File: src/hdl/mrq_pkg.sv
package mrq_pkg;

	localparam int SLOT_COUNT = 8;
	localparam int SLOT_BYTES = 32;

	localparam int IDX_W  = (SLOT_COUNT > 1) ? $clog2(SLOT_COUNT) : 1;
	localparam int CNT_W  = $clog2(SLOT_COUNT + 1);
	localparam int LEN_W  = $clog2(SLOT_BYTES);
	localparam int ADDR_W = $clog2(SLOT_COUNT * SLOT_BYTES);

	localparam int CMDQ_DEPTH = 2;
	localparam int CMDQ_PTR_W = $clog2(CMDQ_DEPTH);
	localparam int CMDQ_CNT_W = $clog2(CMDQ_DEPTH + 1);

	localparam logic [7:0] LF_BYTE  = 8'd10;
	localparam logic [7:0] CR_BYTE  = 8'd13;
	localparam logic [7:0] NUL_BYTE = 8'd0;

	localparam logic ACT_PUSH  = 1'b0;
	localparam logic ACT_DRAIN = 1'b1;

	typedef logic [IDX_W-1:0]  idx_t;
	typedef logic [CNT_W-1:0]  cnt_t;
	typedef logic [LEN_W-1:0]  len_t;
	typedef logic [ADDR_W-1:0] addr_t;

	typedef struct packed {
		logic       action;
		logic [7:0] data_byte;
		logic       end_of_message;
	} in_item_t;

	typedef struct packed {
		logic [7:0] out_byte;
		logic       last_of_run;
	} out_item_t;

	typedef enum logic [1:0] {
		CMD_BYTE,
		CMD_CLOSE,
		CMD_DRAIN
	} cmd_kind_t;

	typedef struct packed {
		cmd_kind_t  kind;
		logic [7:0] data;
	} cmd_t;

	typedef struct packed {
		logic valid;
		cmd_t cmd;
	} cmd_req_t;

	typedef enum logic [1:0] {
		ST_IDLE,
		ST_READ,
		ST_LF,
		ST_CR
	} back_state_t;

	function automatic idx_t next_idx(input idx_t i);
		return (i == idx_t'(SLOT_COUNT - 1)) ? '0 : idx_t'(i + idx_t'(1));
	endfunction

	function automatic addr_t slot_addr(input idx_t slot, input len_t pos);
		return addr_t'(slot) * addr_t'(SLOT_BYTES) + addr_t'(pos);
	endfunction

endpackage

File: src/hdl/message_ring_queue_drain.sv
// channel | direction | handshake           | payload
// cmd     | into      | cmd_valid/cmd_stall | mrq_pkg::in_item_t (action, data_byte, end_of_message)
// tx      | out of    | tx_valid/tx_stall   | mrq_pkg::out_item_t (out_byte, last_of_run)
//
// A push is executed from the idle state once it reaches the head of the command queue.
// A drain latches the slot, then reads each byte through the registered slot memory read
// (stopping early at a NUL byte), then sends line feed and carriage return.
// Reset clears pointers, counts and valids; slot memory and lengths are not cleared.
// A stalled tx holds the output register; during a drain the command queue then fills and cmd_stall rises.
module message_ring_queue_drain (
	input  logic                clk,
	input  logic                arst_n,
	input  logic                cmd_valid,
	output logic                cmd_stall,
	input  mrq_pkg::in_item_t   cmd,
	output logic                tx_valid,
	input  logic                tx_stall,
	output mrq_pkg::out_item_t  tx
);

	mrq_pkg::cmd_req_t req;
	logic              req_full;
	logic              head_valid;
	mrq_pkg::cmd_t     head_cmd;
	logic              pop;

	// front: register and classify each item
	mrq_front u_front (
		.clk       (clk),
		.arst_n    (arst_n),
		.cmd_valid (cmd_valid),
		.cmd_stall (cmd_stall),
		.cmd       (cmd),
		.req       (req),
		.req_full  (req_full)
	);

	// queue: decouple the front from the executor
	mrq_cmd_fifo u_fifo (
		.clk        (clk),
		.arst_n     (arst_n),
		.req        (req),
		.full       (req_full),
		.head_valid (head_valid),
		.head_cmd   (head_cmd),
		.pop        (pop)
	);

	// back: write slots, drain messages, drive tx
	mrq_back u_back (
		.clk        (clk),
		.arst_n     (arst_n),
		.head_valid (head_valid),
		.head_cmd   (head_cmd),
		.pop        (pop),
		.tx_valid   (tx_valid),
		.tx_stall   (tx_stall),
		.tx         (tx)
	);

endmodule

File: src/hdl/mrq_front.sv
module mrq_front (
	input  logic                clk,
	input  logic                arst_n,
	input  logic                cmd_valid,
	output logic                cmd_stall,
	input  mrq_pkg::in_item_t   cmd,
	output mrq_pkg::cmd_req_t   req,
	input  logic                req_full
);

	logic          valid_s1;
	mrq_pkg::cmd_t cmd_s1;
	logic          accept;

	assign cmd_stall = valid_s1 && req_full;
	assign accept    = cmd_valid && !cmd_stall;

	always_ff @(posedge clk or negedge arst_n) begin
		if (!arst_n) begin
			valid_s1 <= 1'b0;
		end else begin
			valid_s1 <= accept || (valid_s1 && req_full);
		end
	end

	// classify at entry
	always_ff @(posedge clk) begin
		if (accept) begin
			cmd_s1.data <= cmd.data_byte;
			if (cmd.action == mrq_pkg::ACT_DRAIN) begin
				cmd_s1.kind <= mrq_pkg::CMD_DRAIN;
			end else if (cmd.end_of_message) begin
				cmd_s1.kind <= mrq_pkg::CMD_CLOSE;
			end else begin
				cmd_s1.kind <= mrq_pkg::CMD_BYTE;
			end
		end
	end

	assign req.valid = valid_s1;
	assign req.cmd   = cmd_s1;

endmodule

File: src/hdl/mrq_cmd_fifo.sv
module mrq_cmd_fifo (
	input  logic               clk,
	input  logic               arst_n,
	input  mrq_pkg::cmd_req_t  req,
	output logic               full,
	output logic               head_valid,
	output mrq_pkg::cmd_t      head_cmd,
	input  logic               pop
);

	mrq_pkg::cmd_t                  entry_q [mrq_pkg::CMDQ_DEPTH];
	logic [mrq_pkg::CMDQ_PTR_W-1:0] wr_ptr_q;
	logic [mrq_pkg::CMDQ_PTR_W-1:0] rd_ptr_q;
	logic [mrq_pkg::CMDQ_CNT_W-1:0] count_q;
	logic                           push;
	logic                           do_pop;

	assign full       = (count_q == mrq_pkg::CMDQ_CNT_W'(mrq_pkg::CMDQ_DEPTH));
	assign head_valid = (count_q != '0);
	assign head_cmd   = entry_q[rd_ptr_q];
	assign push       = req.valid && !full;
	assign do_pop     = pop && head_valid;

	function automatic logic [mrq_pkg::CMDQ_PTR_W-1:0] bump(
		input logic [mrq_pkg::CMDQ_PTR_W-1:0] p);
		return (p == mrq_pkg::CMDQ_PTR_W'(mrq_pkg::CMDQ_DEPTH - 1)) ? '0 :
			mrq_pkg::CMDQ_PTR_W'(p + 1'b1);
	endfunction

	always_ff @(posedge clk or negedge arst_n) begin
		if (!arst_n) begin
			wr_ptr_q <= '0;
			rd_ptr_q <= '0;
			count_q  <= '0;
		end else begin
			if (push) begin
				wr_ptr_q <= bump(wr_ptr_q);
			end
			if (do_pop) begin
				rd_ptr_q <= bump(rd_ptr_q);
			end
			if (push && !do_pop) begin
				count_q <= count_q + 1'b1;
			end else if (do_pop && !push) begin
				count_q <= count_q - 1'b1;
			end
		end
	end

	always_ff @(posedge clk) begin
		if (push) begin
			entry_q[wr_ptr_q] <= req.cmd;
		end
	end

endmodule

File: src/hdl/mrq_back.sv
module mrq_back (
	input  logic                clk,
	input  logic                arst_n,
	input  logic                head_valid,
	input  mrq_pkg::cmd_t       head_cmd,
	output logic                pop,
	output logic                tx_valid,
	input  logic                tx_stall,
	output mrq_pkg::out_item_t  tx
);

	mrq_pkg::back_state_t state_q, state_d;
	mrq_pkg::idx_t        head_q, head_d;
	mrq_pkg::idx_t        tail_q, tail_d;
	mrq_pkg::cnt_t        count_q, count_d;
	mrq_pkg::len_t        fill_q, fill_d;
	mrq_pkg::len_t        pos_q, pos_d;
	mrq_pkg::len_t        len_q, len_d;
	logic                 rd_pend_s1, rd_pend_d;
	logic [7:0]           rdata_s1;

	logic [7:0]           mem [mrq_pkg::SLOT_COUNT * mrq_pkg::SLOT_BYTES];
	mrq_pkg::len_t        slot_len_q [mrq_pkg::SLOT_COUNT];

	logic                 mem_we, mem_re, len_we;
	mrq_pkg::len_t        len_wdata;
	mrq_pkg::len_t        fill_after;
	logic                 out_free, consume, slot_open;
	logic                 load_out;
	mrq_pkg::out_item_t   out_d;
	logic                 out_valid_q;
	mrq_pkg::out_item_t   out_q;

	assign out_free = !out_valid_q || !tx_stall;
	assign consume  = rd_pend_s1 && out_free;

	always_ff @(posedge clk or negedge arst_n) begin
		if (!arst_n) begin
			state_q     <= mrq_pkg::ST_IDLE;
			head_q      <= '0;
			tail_q      <= '0;
			count_q     <= '0;
			fill_q      <= '0;
			pos_q       <= '0;
			len_q       <= '0;
			rd_pend_s1  <= 1'b0;
			out_valid_q <= 1'b0;
		end else begin
			state_q    <= state_d;
			head_q     <= head_d;
			tail_q     <= tail_d;
			count_q    <= count_d;
			fill_q     <= fill_d;
			pos_q      <= pos_d;
			len_q      <= len_d;
			rd_pend_s1 <= rd_pend_d;
			if (load_out) begin
				out_valid_q <= 1'b1;
			end else if (!tx_stall) begin
				out_valid_q <= 1'b0;
			end
		end
	end

	always_ff @(posedge clk) begin
		if (load_out) begin
			out_q <= out_d;
		end
	end

	always_ff @(posedge clk) begin
		if (mem_we) begin
			mem[mrq_pkg::slot_addr(head_q, fill_q)] <= head_cmd.data;
		end
		if (mem_re) begin
			rdata_s1 <= mem[mrq_pkg::slot_addr(tail_q, pos_q)];
		end
	end

	always_ff @(posedge clk) begin
		if (len_we) begin
			slot_len_q[head_q] <= len_wdata;
		end
	end

	always_comb begin
		state_d    = state_q;
		head_d     = head_q;
		tail_d     = tail_q;
		count_d    = count_q;
		fill_d     = fill_q;
		pos_d      = pos_q;
		len_d      = len_q;
		rd_pend_d  = rd_pend_s1;
		mem_we     = 1'b0;
		mem_re     = 1'b0;
		len_we     = 1'b0;
		len_wdata  = '0;
		load_out   = 1'b0;
		out_d      = '0;
		pop        = 1'b0;
		slot_open  = (fill_q != mrq_pkg::LEN_W'(mrq_pkg::SLOT_BYTES - 1));
		fill_after = slot_open ? mrq_pkg::LEN_W'(fill_q + 1'b1) : fill_q;

		case (state_q)
			mrq_pkg::ST_IDLE: begin
				if (head_valid) begin
					pop = 1'b1;
					case (head_cmd.kind)
						mrq_pkg::CMD_BYTE, mrq_pkg::CMD_CLOSE: begin
							// drop bytes past the slot
							mem_we = slot_open;
							fill_d = fill_after;
							if (head_cmd.kind == mrq_pkg::CMD_CLOSE) begin
								len_we    = 1'b1;
								len_wdata = fill_after;
								fill_d    = '0;
								head_d    = mrq_pkg::next_idx(head_q);
								if (count_q != mrq_pkg::CNT_W'(mrq_pkg::SLOT_COUNT)) begin
									count_d = count_q + 1'b1;
								end else begin
									tail_d = mrq_pkg::next_idx(tail_q);
								end
							end
						end
						mrq_pkg::CMD_DRAIN: begin
							if (count_q != '0) begin
								len_d   = slot_len_q[tail_q];
								pos_d   = '0;
								state_d = mrq_pkg::ST_READ;
							end
						end
						default: begin
						end
					endcase
				end
			end
			mrq_pkg::ST_READ: begin
				if (consume && rdata_s1 == mrq_pkg::NUL_BYTE) begin
					rd_pend_d = 1'b0;
					state_d   = mrq_pkg::ST_LF;
				end else begin
					if (consume) begin
						load_out  = 1'b1;
						out_d     = '{out_byte: rdata_s1, last_of_run: 1'b0};
						rd_pend_d = 1'b0;
					end
					if (!rd_pend_s1 || consume) begin
						if (pos_q != len_q) begin
							mem_re    = 1'b1;
							pos_d     = pos_q + 1'b1;
							rd_pend_d = 1'b1;
						end else begin
							state_d = mrq_pkg::ST_LF;
						end
					end
				end
			end
			mrq_pkg::ST_LF: begin
				if (out_free) begin
					load_out = 1'b1;
					out_d    = '{out_byte: mrq_pkg::LF_BYTE, last_of_run: 1'b0};
					state_d  = mrq_pkg::ST_CR;
				end
			end
			mrq_pkg::ST_CR: begin
				if (out_free) begin
					load_out = 1'b1;
					out_d    = '{out_byte: mrq_pkg::CR_BYTE, last_of_run: 1'b1};
					tail_d   = mrq_pkg::next_idx(tail_q);
					count_d  = count_q - 1'b1;
					state_d  = mrq_pkg::ST_IDLE;
				end
			end
			default: begin
				state_d = mrq_pkg::ST_IDLE;
			end
		endcase
	end

	assign tx_valid = out_valid_q;
	assign tx       = out_q;

endmodule
File: config.mk
export PLATFORM = sky130hd
export DESIGN_NAME = message_ring_queue_drain
export DESIGN_NICKNAME = d
export VERILOG_FILES = /design/src/hdl/mrq_pkg.sv /design/src/hdl/message_ring_queue_drain.sv /design/src/hdl/mrq_front.sv /design/src/hdl/mrq_cmd_fifo.sv /design/src/hdl/mrq_back.sv
export SDC_FILE = /design/constraint.sdc
export NUM_CORES = 2
export LEC_CHECK = 0
export ABC_CLOCK_PERIOD_IN_PS = 3800
export BUFFER_PORTS_ARGS = -buffer_cell sky130_fd_sc_hd__buf_2
export CAP_MARGIN = 20
export CELL_PAD_IN_SITES_DETAIL_PLACEMENT = 1
export CELL_PAD_IN_SITES_GLOBAL_PLACEMENT = 2
export CORE_MARGIN = 5
export CORE_UTILIZATION = 40
export DETAILED_ROUTE_END_ITERATION = 16
export GPL_ROUTABILITY_DRIVEN = 1
export GPL_TIMING_DRIVEN = 0
export PLACE_DENSITY_LB_ADDON = 0.12
export SYNTH_ARGS = -nofsm -noshare
export SYNTH_HDL_FRONTEND = slang
export SYNTH_SLANG_ARGS = --single-unit
File: constraint.sdc
create_clock -name clk -period 3.8 [get_ports clk]
set_input_delay 0.57 -clock clk [delete_from_list [all_inputs] [get_ports clk]]
set_output_delay 0.57 -clock clk [all_outputs]
set_load 0.05 [all_outputs]
==> metrics.txt <==
status=finished with violations; failing checks=negative setup slack; Critical Path AT=4.56 ns; crit path cell chain=buf_4 -> buf_4 -> clkbuf_2 -> clkbuf_2 -> o2111ai_1 -> o2111ai_1 -> o41a_1 -> o311ai_2; Synth area leader=edfxtp_1; r2r endpoint=u_back.rdata_s1[4]; Clk Latency, worst-skew pair=0.91 ns; io pins=25; Storage cell area=between 60,000 and 70,000 um2; Via Count=50,600; post-synthesis sequential area ratio=76.5%; H-tree levels=4; largest net degree at the start of global routing=135; largest cells by area after synthesis=edfxtp_1 76%, mux4_2 11%, mux2i_1 3.4%; Levels on crit path=8; post-route design area=102,000 um2; aggregate global-route resource usage=33.9%; Reg clk slew, reported paths=0.06 ns; Final GP Congestion=0.981; die width=471 um; Worst VDD drop=0.603 mV; Synth-to-Final Area Change=20.1%; synthesized area=~85,000 um2; DR pass1 iterations=6; Slew HR=14.3%; RSZ-0062 raised after global routing=yes; flops & latches, synth=approximately 2,200; Clock Skews=around 0.045 ns; Setup WS post-layout=-0.178 ns; pre-CTS setup slack=-2.62 ns; Detail Route Antenna Nets=0; Initial Utilization=roughly two fifths; max_cap viols=0; Tcrit/Tclk final=105%; vias in the first global route=48,200; Required @ worst endpoint=between 4 and 5 ns; die area=222,000 um2; Num CTS Buffers=230; top cell type's share of synthesized area=75.5%; WS Path Type=reg -> reg; synthesized area per cell=just over 20 um2; Fin Setup TNS=-5.40 ns; most used flip-flop cell after synthesis=edfxtp_1; fin util=48.2%; Multi-input gate area=a little over 20,000 um2; Post-synth EDFFs=2,135; Ys Warns=0; clock root buffer=clkbuf_16; crit path capture=u_back.rdata_s1[4]; core area=212,000 um2; initial antenna violation count=48; Worst path slowest cell=clkbuf_2; final setup vio count=120; final wirelength=~380 mm; Setup crit start=u_back.pos_q[3]; Hold/Removal Path Class=in -> async; Slew Limit Fails=0; fillers=19,000; CTS max path bufs=3; CP bufs+invs=4; Tmin final=3.98 ns; FF-to-FF path depth=8; first-pass GRT wire length=490 mm; TritonCTS clock tree=yes; CP max stage delay=0.68 ns; Worst-Margin Slew=1.28 ns; clock sink total=around 2,200; Cells after Synth=4,217; IO buf count=24; worst reg2reg startpoint=u_back.pos_q[3]; power per cell area=~770 nW/um2; final cell count without fillers=about 7,700; CP endpoint kind=flip-flop; Cell Rows=about 170; R2R Setup Slk=-0.18 ns; total gr overflow=0; critical path peak fanout=10; post-synthesis async set-or-reset flop share=1.57%; Top Family by Delay on Critical Path=buffers and inverters; post-synth cell types=80; share of post-route cells with drive strength above 1=between 20 and 30%; Fin. Hold Viols=0; initial DRC count=approximately 8,300; Placement Cell Area=~90,000 um2; Final #Nets=4,738; element type at the critical path start=flip-flop; Fmax=251 MHz; Placed Instances=7,195; HPWL after detailed placement=248 mm; Vert. Die Dim=around 470 um; Routed WL per cell=a little under 50 um; Via density=~6.5; leakage=31.8 nW; Residual DRC=0
[metrics by stage]
stage,hold WS [ns],total power [mW]
2_1_floorplan,0.274,40.6
3_3_place_gp,0.431,52.3
3_5_place_dp,0.437,52.8
4_1_cts,0.352,77.5
5_1_grt,0.364,79.3
6_report,0.378,78.2
[cell type report]
cell class,count,area share [%]
Sequential cell,2169,63.7
Multi-Input combinational cell,1833,19.7
Clock buffer,278,5.88
Tap cell,2821,3.46
Buffer,255,3.04
Timing Repair Buffer,199,2.50
Clock inverter,155,1.58
Inverter,19,0.0761
Antenna cell,16,0.0393
[worst register-to-register path: cells and delay by family (launching register included)]
kind / cells / cell delay (ns)
buffers and inverters: 4 / 1.85
AOI/OAI and AO/OA: 4 / 1.41
DFF: 1 / 0.42
[sequential cells by signal (all words and copies together), names as in the netlist]
signal,count
u_back.tail_q,3
u_back.fill_q,5
u_front.valid_s1,1
u_front.req,10
u_back.slot_len_q,40
u_back.mem,2048
u_back.rd_pend_s1,1
u_fifo.rd_ptr_q,1
u_back.pos_q,5
u_back.rdata_s1,8
u_back.head_q,3
u_fifo.wr_ptr_q,1
u_fifo.entry_q,20
u_back.tx_valid,1
u_back.len_q,5
u_back.count_q,4
u_back.state_q,2
u_fifo.count_q,2
u_back.tx,9
[layer usage]
layer / share of wire, % / track usage, %
met1: 38 / 45.6
met2: 44 / 49.6
met3: 11 / 9.67
met4: 7.0 / 19.4
met5: 0.0037 / 0
[how the worst min path moves through the flow]
stage	from	to	slack, ns	cells after the start
finish	arst_n	u_back.tx_valid	0.38	2
global route	cmd[2]	u_front.req[1]	0.36	2
CTS	cmd[4]	u_front.req[3]	0.35	2
detailed placement	u_front.req[4]	u_fifo.entry_q[0][4]	0.44	0
global placement	u_front.req[4]	u_fifo.entry_q[0][4]	0.43	0
floorplan	arst_n	u_back.count_q[0]	0.27	0
[Yosys cell counts (all sizes together), types with 12 or more instances]
master  count
inv        16
buf       141
a31oi      12
a211oi     28
o21ai      48
nor3       16
o211ai     18
a22oi      59
nand3      25
dfrtp      34
ha         16
edfxtp   2135
a21oi      55
mux2i     285
nand2     132
and3       16
a22o       18
a211o      17
clkbuf    118
o221ai     35
o22ai      40
nor2      306
mux4      404
a221oi     46
mux2       29
[cell usage in the layout (no fill, tap or decap), types with 16 or more instances in the layout]
cell,synthesis,routed
nand3_1,25,21
o211ai_1,18,18
clkbuf_2,0,34
o22ai_1,40,39
buf_6,32,30
nor2_2,0,81
buf_8,4,34
clkbuf_1,118,76
dfrtp_1,34,33
buf_4,31,89
and3_1,16,16
mux2_2,26,18
conb_1,1,64
a21oi_1,55,51
a22o_1,18,18
mux2i_2,0,17
nand2_1,132,131
clkbuf_4,0,19
a211oi_1,28,21
clkbuf_8,0,16
o21ai_0,42,33
buf_16,0,52
edfxtp_1,2135,2135
o221ai_1,35,35
nor2_1,306,144
clkbuf_16,0,234
clkinv_2,0,51
a221oi_1,44,37
bufinv_16,0,25
mux4_2,404,404
nor2_4,0,81
mux2i_1,285,264
diode_2,0,16
buf_2,57,49
clkinv_1,3,56
a211o_1,17,16
a22oi_1,59,55
buf_12,0,82
[report_power, final]
group	leakage, nW	internal, mW	switching [mW]
clock network	3.71	13.0	10.1
logic	8.40	7.01	17.5
registers	19.7	30.4	0.298
total	31.8	50.4	27.9
[what timing repair did]
action,in CTS,in global routing
buffers inserted,79,11
gates resized for setup,663,100
pin swaps,20,17
setup endpoints to repair,1995,1054
hold buffers,13,0
endpoints found under the hold margin,46,0
[cell families (layout without fill, tap and decap cells)]
| group | Yosys count | count (layout) | synth area share (%) |
|---|---|---|---|
| AO/OA/AOI/OAI | 453 | 453 | 3.93 |
| XOR/XNOR | 19 | 19 | 0.196 |
| adder cells (fa/ha/maj) | 17 | 17 | 0.259 |
| buffers and inverters | 278 | 906 | 1.79 |
| flip-flops | 2169 | 2169 | 76.5 |
| multiplexers | 718 | 718 | 14.5 |
| other | 1 | 80 | 0.00442 |
| AND/OR/NAND/NOR | 562 | 562 | 2.83 |
(Power assumes the default switching activity.)
